<file path="config.mk">
export PLATFORM = sky130hd
export DESIGN_NAME = lru_associative_slot_pool
export DESIGN_NICKNAME = d
export VERILOG_FILES = /design/src/sv/lasp_pkg.sv /design/src/sv/lru_associative_slot_pool.sv
export SDC_FILE = /design/constraint.sdc
export NUM_CORES = 1
export LEC_CHECK = 0
export BUFFER_PORTS_ARGS = -buffer_cell sky130_fd_sc_hd__buf_2
export CAP_MARGIN = 15
export CORE_MARGIN = 1.5
export CORE_UTILIZATION = 55
export CTS_CLUSTER_DIAMETER = 100
export DETAILED_ROUTE_END_ITERATION = 7
export PLACE_DENSITY = 0.81
export SLEW_MARGIN = 40
export SYNTH_ARGS = -nofsm -noshare
export SYNTH_HDL_FRONTEND = slang
export SYNTH_SLANG_ARGS = --single-unit
</file>
<file path="constraint.sdc">
create_clock -name clk -period 20.5 [get_ports clk]
set_input_delay 2.05 -clock clk [delete_from_list [all_inputs] [get_ports clk]]
set_output_delay 2.05 -clock clk [all_outputs]
set_load 0.05 [all_outputs]
</file>
<file path="src/sv/lasp_pkg.sv">
package lasp_pkg;

	// field widths at the ports
	localparam int FORMAT_KEY_W = 32;
	localparam int SLOT_W       = 4;
	localparam int USED_W       = 5;
	localparam int CAP_W        = 5;

	// defaults for the top-level parameters
	localparam int DEF_POOL_SLOTS = 16;
	localparam int DEF_KEY_BITS   = 32;

	localparam logic [CAP_W-1:0] CAP_RESET = CAP_W'(16);

	localparam int STAMP_W = 32;

	typedef logic [FORMAT_KEY_W-1:0] format_key_t;
	typedef logic [SLOT_W-1:0]       slot_t;
	typedef logic [USED_W-1:0]       used_t;
	typedef logic [CAP_W-1:0]        cap_t;
	typedef logic [STAMP_W-1:0]      stamp_t;

endpackage

</file>
<file path="src/sv/lru_associative_slot_pool.sv">
// channel   signals                                        direction
// request   in_valid, in_ready, format_key                 in
// result    out_valid, out_ready, slot, hit, evicted,      out
//           used_slots
// config    cfg_wr_en, cfg_wr_data (pool_capacity)         in
//
// A request is taken, compared against every slot in use, and decided before its
// result is registered; the pass over the slot memories is set by their single
// registered read port, one slot per cycle.
// The next request is taken in the cycle after the commit.
// After reset slot 0 holds key 0 with stamp 0; no clearing pass is needed.
// A finished result waits in the output register; the next request is taken
// meanwhile, and only its final commit waits for the output to free up.
module lru_associative_slot_pool #(
	parameter int POOL_SLOTS = lasp_pkg::DEF_POOL_SLOTS,
	parameter int KEY_BITS   = lasp_pkg::DEF_KEY_BITS
) (
	input  logic                  clk,
	input  logic                  arst_n,
	input  logic                  cfg_wr_en,
	input  lasp_pkg::cap_t        cfg_wr_data,
	input  logic                  in_valid,
	output logic                  in_ready,
	input  lasp_pkg::format_key_t format_key,
	output logic                  out_valid,
	input  logic                  out_ready,
	output lasp_pkg::slot_t       slot,
	output logic                  hit,
	output logic                  evicted,
	output lasp_pkg::used_t       used_slots
);
	import lasp_pkg::*;

	localparam int IDX_W = (POOL_SLOTS > 1) ? $clog2(POOL_SLOTS) : 1;
	localparam int CNT_W = $clog2(POOL_SLOTS + 1);
	localparam int CMP_W = (CNT_W > CAP_W) ? CNT_W : CAP_W;

	typedef logic [KEY_BITS-1:0] key_t;
	typedef logic [IDX_W-1:0]    idx_t;
	typedef logic [CNT_W-1:0]    cnt_t;

	typedef enum logic [1:0] {
		ST_IDLE,
		ST_SCAN,
		ST_DECIDE
	} state_t;

	state_t state_q;
	cap_t   cap_q;
	cnt_t   used_q;
	stamp_t counter_q;
	logic   slot0_ok_q;

	key_t   key_q;
	cnt_t   addr_q;
	logic   pv_q;
	idx_t   p_q;
	logic   found_q;
	idx_t   match_idx_q;
	stamp_t oldest_q;
	idx_t   old_idx_q;

	// slot memories
	key_t   key_mem [POOL_SLOTS];
	stamp_t stamp_mem [POOL_SLOTS];
	key_t   key_rd_q;
	stamp_t stamp_rd_q;
	logic   zero_rd_q;

	key_t   key_rd;
	stamp_t stamp_rd;
	key_t   key_in;
	logic   commit;
	logic   fill;
	idx_t   chosen;
	logic   [CMP_W-1:0] eff_cap;
	logic   last_rd;

	logic   out_valid_q;
	slot_t  slot_q;
	logic   hit_q;
	logic   evicted_q;
	used_t  used_slots_q;

	assign key_in = KEY_BITS'(format_key);

	// slot 0 reads as key 0, stamp 0 until first written after reset
	assign key_rd   = zero_rd_q ? '0 : key_rd_q;
	assign stamp_rd = zero_rd_q ? '0 : stamp_rd_q;

	always_comb begin
		if (cap_q == '0) begin
			eff_cap = CMP_W'(1);
		end else if (CMP_W'(cap_q) > CMP_W'(POOL_SLOTS)) begin
			eff_cap = CMP_W'(POOL_SLOTS);
		end else begin
			eff_cap = CMP_W'(cap_q);
		end
	end

	assign fill   = !found_q && (CMP_W'(used_q) < eff_cap);
	assign commit = (state_q == ST_DECIDE) && (!out_valid_q || out_ready);

	always_comb begin
		if (found_q) begin
			chosen = match_idx_q;
		end else if (fill) begin
			chosen = used_q[IDX_W-1:0];
		end else begin
			chosen = old_idx_q;
		end
	end

	assign last_rd = pv_q && ((CNT_W'(p_q) + CNT_W'(1)) == used_q);

	// on a hit the stored key equals key_q, so the key is always rewritten
	always_ff @(posedge clk) begin
		if (commit) begin
			key_mem[chosen]   <= key_q;
			stamp_mem[chosen] <= counter_q;
		end
		key_rd_q   <= key_mem[addr_q[IDX_W-1:0]];
		stamp_rd_q <= stamp_mem[addr_q[IDX_W-1:0]];
		zero_rd_q  <= (addr_q == '0) && !slot0_ok_q;
	end

	always_ff @(posedge clk or negedge arst_n) begin
		if (!arst_n) begin
			state_q     <= ST_IDLE;
			cap_q       <= CAP_RESET;
			used_q      <= CNT_W'(1);
			counter_q   <= STAMP_W'(1);
			slot0_ok_q  <= 1'b0;
			pv_q        <= 1'b0;
			out_valid_q <= 1'b0;
		end else begin
			if (cfg_wr_en) begin
				cap_q <= cfg_wr_data;
			end
			if (out_valid_q && out_ready && !commit) begin
				out_valid_q <= 1'b0;
			end
			case (state_q)
				ST_IDLE: begin
					if (in_valid) begin
						key_q   <= key_in;
						addr_q  <= '0;
						pv_q    <= 1'b0;
						found_q <= 1'b0;
						state_q <= ST_SCAN;
					end
				end
				ST_SCAN: begin
					// issue one read a cycle, compare the previous one
					if (addr_q < used_q) begin
						pv_q   <= 1'b1;
						p_q    <= addr_q[IDX_W-1:0];
						addr_q <= addr_q + CNT_W'(1);
					end else begin
						pv_q <= 1'b0;
					end
					if (pv_q) begin
						if (!found_q && (key_rd == key_q)) begin
							found_q     <= 1'b1;
							match_idx_q <= p_q;
						end
						if ((p_q == '0) || (stamp_rd < oldest_q)) begin
							oldest_q  <= stamp_rd;
							old_idx_q <= p_q;
						end
					end
					if (last_rd) begin
						state_q <= ST_DECIDE;
					end
				end
				ST_DECIDE: begin
					if (commit) begin
						if (fill) begin
							used_q <= used_q + CNT_W'(1);
						end
						if (chosen == '0) begin
							slot0_ok_q <= 1'b1;
						end
						counter_q    <= counter_q + STAMP_W'(1);
						out_valid_q  <= 1'b1;
						slot_q       <= SLOT_W'(chosen);
						hit_q        <= found_q;
						evicted_q    <= !found_q && !fill;
						used_slots_q <= fill ? USED_W'(used_q + CNT_W'(1)) : USED_W'(used_q);
						state_q      <= ST_IDLE;
					end
				end
				default: begin
					state_q <= ST_IDLE;
				end
			endcase
		end
	end

	assign in_ready   = (state_q == ST_IDLE);
	assign out_valid  = out_valid_q;
	assign slot       = slot_q;
	assign hit        = hit_q;
	assign evicted    = evicted_q;
	assign used_slots = used_slots_q;

endmodule
</file>
Word level (Yosys, flattened, before mapping). Memories as Yosys holds them, arrays and structs flattened. A register that Yosys moved wholly into a read port is not among the register bits. Cells that the tools add are included.

Add/sub/neg operators: 4. Eq/ne operators: 10. Reductions and logical operators: 32. Mux-type cells: 25. Magnitude comparators: 4.

Operators with widths (count): 2-to-1 mux 32 bit (2); adder 32 x 1 -> 32 bit (second input constant) (1); equality test 32 bit (1); < comparator 32 bit (1); 2-to-1 mux 5 bit (5); AND reduction 3 bit (5); inequality test 2 bit (second input constant) (6); AND reduction 4 bit (3); adder 5 x 1 -> 5 bit (second input constant) (2); logical NOT 5 bit (2); < comparator 5 bit (2); case mux 5 bit (2 select lines) (1); 2-to-1 mux 1 bit (9); logical AND 1 bit (8); logical NOT 4 bit (2); 2-to-1 mux 4 bit (2); 2-to-1 mux 2 bit (3); case mux 2 bit (3 select lines) (1); adder 4 x 1 -> 5 bit (second input constant) (1); equality test 5 bit (1); > comparator 5 bit (second input constant) (1); logical NOT 1 bit (5); AND reduction 5 bit (1); case mux 1 bit (2 select lines) (2); 6 further kinds (8).

RAM bits: 1024. Flip-flop bits (word level): 141. Memories kept: 2. Bits of input ports: 42. Output and inout bits: 13. Word-level logic and storage cells: 96.

Memory list: key_mem (words 16, width 32, read ports 1, clocked after Yosys merged registers in 1, write ports 1, RTL line lru_associative_slot_pool.sv:64) `key_t key_mem [POOL_SLOTS];`; stamp_mem (words 16, width 32, read ports 1, clocked after Yosys merged registers in 1, write ports 1, RTL line lru_associative_slot_pool.sv:65) `stamp_t stamp_mem [POOL_SLOTS];`.

Depth between registers and ports, before layout.
Word-level depth: 9. Gate-level depth with buffers: 11. Gate-level depth less buffers: 10.

Least setup slack after synthesis. No wires, ideal clock.

Kind: input to register. Start: in out_ready. End: mem key_mem[1][0] in the netlist's numbering, enable pin. Arrival time: 8.534 ns. Required time: 19.857 ns. Path slack: 11.322 ns. Stages: 3. Setup time: 0.643 ns. Path buffers: 0. Path through: nand2b_1 nand2_1 nor4_1.

Word-level cells in the longest chain between the ends: 4.

Ends and longest elaborated chain: from (decl) (RTL line lru_associative_slot_pool.sv:26) `input logic out_ready,`; logical OR 1 bit (RTL line lru_associative_slot_pool.sv:102) `assign commit = (state_q == ST_DECIDE) && (!out_valid_q || out_ready);`; logical AND 1 bit (RTL line lru_associative_slot_pool.sv:102); 2-to-1 mux 1 bit (RTL line lru_associative_slot_pool.sv:118) `if (commit) begin`; 2-to-1 mux 1 bit (implied by the code) (RTL line lru_associative_slot_pool.sv:119) `key_mem[chosen] <= key_q;`; to (decl) (RTL line lru_associative_slot_pool.sv:64).

No other way between the ends.

Final worst setup path.
Start: reg cap_q[4]. End: mem key_mem[12][16] in the netlist's numbering, enable pin.

Word-level cells in the longest chain between the ends: 7. Elaborated cells on any way between the ends: 8. Those cells by class: order compare: 2; mux: 4; reduce/logical: 2.

Ends and longest elaborated chain: from (decl) (RTL line lru_associative_slot_pool.sv:49) `cap_t cap_q;`; from (signal assigned) (RTL line lru_associative_slot_pool.sv:138) `cap_q <= cfg_wr_data;`; > comparator 5 bit (RTL line lru_associative_slot_pool.sv:94) `end else if (CMP_W'(cap_q) > CMP_W'(POOL_SLOTS)) begin`; 2-to-1 mux 5 bit (RTL line lru_associative_slot_pool.sv:94); 2-to-1 mux 5 bit (*) (RTL line lru_associative_slot_pool.sv:92) `if (cap_q == '0) begin`; < comparator 5 bit (*) (RTL line lru_associative_slot_pool.sv:101) `assign fill = !found_q && (CMP_W'(used_q) < eff_cap);`; logical AND 1 bit (*) (RTL line lru_associative_slot_pool.sv:101); 2-to-1 mux 4 bit (*) (RTL line lru_associative_slot_pool.sv:107) `end else if (fill) begin`; 2-to-1 mux 4 bit (*) (RTL line lru_associative_slot_pool.sv:105) `if (found_q) begin`; named net chosen[2] (RTL line lru_associative_slot_pool.sv:75) `idx_t chosen;`.

Mark *: on every way through the listed nets, which the timed path passes. The rest lies on a longest branch.

==> results.yml <==
yosys:
  ys_types: 61
  async_flop_share_pct: 3.82
  synth_seq_cells: 1229
  synth_top_cell_by_area: "edfxtp_1"
  yosysSeqAreaShare_pct: 77.1
  avgSynthCellArea_um2: 22.1
  synth_fp_nets: 2201
  synthCells: 2114
  synth_warnings: 0
  synth_area_leaders: "edfxtp_1 72%, mux4_2 15%, dfxtp_1 2.8%"
  yosys_most_used_dff: "edfxtp_1"
  synth_edf_count: 1117
  yosysTopAreaCellShare_pct: 71.8
  syn_area_um2: 46700
critical_path:
  critPathKind: "reg2reg"
  r2r_slack_ns: 15.96
  r2r_cells: 9
  crit_end: "key_mem[12][16]"
  critPathLaunch: "cap_q[4]"
  crit_fanout: 43
  cp-end-kind: "flip-flop"
  startpoint_type: "flip-flop"
  rr_endpoint: "key_mem[12][16]"
  r2r-start: "cap_q[4]"
  required_ns: 20.77
  cp.arrival_ns: 4.82
power_and_ir_drop:
  p_total_w: 0.00616
  ir_drop_mv: 0.211
  p_leak_nw: 18.3
  p_per_area_nw_per_um2: 117
drt:
  dr.pass1.iters: 5
  viasPerCell: 6.54
  drtIter0Drc: 2737
  num_vias: 22700
  met2WireLength_um: 53600
  detail-route-antenna-nets: 0
  wirelength_um: 107000
  wire_per_inst_um: 30.7
  routed.top_layer: "met5"
  drt_drc_violations_left: 0
  met1_length_um: 39000
  wl_met3_um: 10200
flow_run:
  cap_violations: 0
timing:
  worst_pin_slew_ns: 0.883
  slew_headroom_pct: 41.1
  fin_crit_ns: 4.54
  post-route-period-util_pct: 22.2
  hold_violations: 0
  fin_tns_setup_ns: 0
  whs_ns: 0.442
  setup_ws_ns: 15.96
  fmax_mhz: 220
  setup_viol: 0
  slew_violations: 0
  skew_ns: 0.0384
  rsz0062_at_grt: "no"
floorplan:
  die_area_um2: 86700
  initial_core_util_pct: 55.7
  core-area_um2: 83800
  core.rowCount: 106
  io_pins: 55
  dieHeight_um: 294
  die_w_um: 294
finish:
  final_cell_mix: "1117 x edfxtp_1, 320 x mux4_2, 114 x clkbuf_16"
  mostFrequentLayoutCell: "edfxtp_1"
  diodes: 0
  area_growth_pct: 12.5
  layout-drive-gt1-share_pct: 26.7
  fillers: 5239
  fin_nets: 2334
global_route:
  grt_max_degree: 142
  grt-ovfl-total: 0
  grt_pass1_wl_um: 157000
  antenna_found_initial: 5
  track_usage_pct: 25.0
  grt_pass1_vias: 24100
place:
  post-place-ws_ns: 15.38
  hpwl_um: 54600
  place.gp.congestion: 0.848
  port_buffers: 54
run_status:
  status: "complete, no violations"
hold_path:
  hold_class: "reg2reg"
clock_network:
  h-tree-depth: 3
  clock_latency_ns: 0.68
  cts_hold_buffers: 0
  clock-root-buffer: "clkbuf_16"
  cts_tree: "done"
  cts.sinks: 1229
  cts_setup_buffers: 0
  cts_buffer_depth: 3
  cts_buffers: 112
  path_clk_slew_ns: 0.06
  cts_resized: 0
## state kept, by name (all words and copies together), names as in the netlist, 4 cells and up
signal,count
key_mem,512
stamp_mem,512
counter_q,32
key_q,32
key_rd_q,32
oldest_q,32
stamp_rd_q,32
addr_q,5
cap_q,5
used_q,5
used_slots,5
match_idx_q,4
old_idx_q,4
p_q,4
slot,4
## report_power, final
group	leakage (nW)	internal, W	switching (W)
Sequential	12.6	0.00281	0.0000703
Clock	1.80	0.00120	0.000897
Combinational	3.92	0.000556	0.000629
Total	18.3	0.00456	0.00160
## worst max-delay path, stage by stage (launching register included)
cell and delay (ns):
dfstp_2 0.54, inv_1 0.09, ha_1 0.34, a41o_1 0.24, a21oi_1 0.23, and3b_1 0.50, a221o_1 0.44, nand3_1 0.41
nor2_4 0.57, buf_4 0.78
## stage by stage
step                cells  cell area, µm²  utilization (%)
global route         3478           52500             62.7
detailed placement   3264           48800             58.2
global placement     3256           48500             57.9
CTS                  3475           52400             62.6
floorplan            2114           46700                -
finish               3478           52500             62.7
## final cells by class
| class | count | area (µm²) | area share (%) |
|---|---|---|---|
| clock buffers | 162 | 3190 | 6.08 |
| multi-input cells | 736 | 10200 | 19.5 |
| clock inverters | 49 | 499 | 0.950 |
| repair buffers | 103 | 920 | 1.75 |
| inverters | 65 | 244 | 0.464 |
| well taps | 1134 | 1420 | 2.70 |
| flip-flops and latches | 1229 | 36000 | 68.6 |
## synthesized netlist by cell type, types with 7 or more instances
cell type,count
a21oi_1,18
and2_1,8
nor4_1,7
nor2b_1,39
nor3_1,15
dfxtp_1,65
o22ai_1,7
clkbuf_1,51
xnor2_1,43
buf_1,8
edfxtp_1,1117
buf_2,23
o21ai_0,13
nor2_1,49
and3_1,7
dfrtp_1,44
mux4_2,320
ha_1,45
nand4_1,17
xor2_1,12
nand2_1,39
nand3_1,25
inv_1,64
## worst min path at each step
stage                           from   endpoint  slack (ns)  cells after the start
final                     slot0_ok_q  zero_rd_q        0.44                      1
after global routing      slot0_ok_q  zero_rd_q        0.46                      1
after CTS                 slot0_ok_q  zero_rd_q        0.44                      1
after detailed placement  slot0_ok_q  zero_rd_q        0.42                      1
after global placement    slot0_ok_q  zero_rd_q        0.45                      1
after floorplan           slot0_ok_q  zero_rd_q        0.40                      1
## metal layers
layer	vias up	GRT usage, %
li1	9011	-
met1	11900	33.7
met2	1533	41.2
met3	295	4.62
met4	8	9.47
met5	-	0
## cells by family after synthesis
logic type / Yosys count / synth area share [%]
DFF: 1229 / 77.1
AOI/OAI and AO/OA: 84 / 1.29
muxes: 325 / 15.5
adders and majority gates: 45 / 1.21
buffers and inverters: 149 / 1.29
and+or+nand+nor: 227 / 2.52
xor gates and xnor gates: 55 / 1.03
Note: power is estimated with default switching activity, not from simulation.
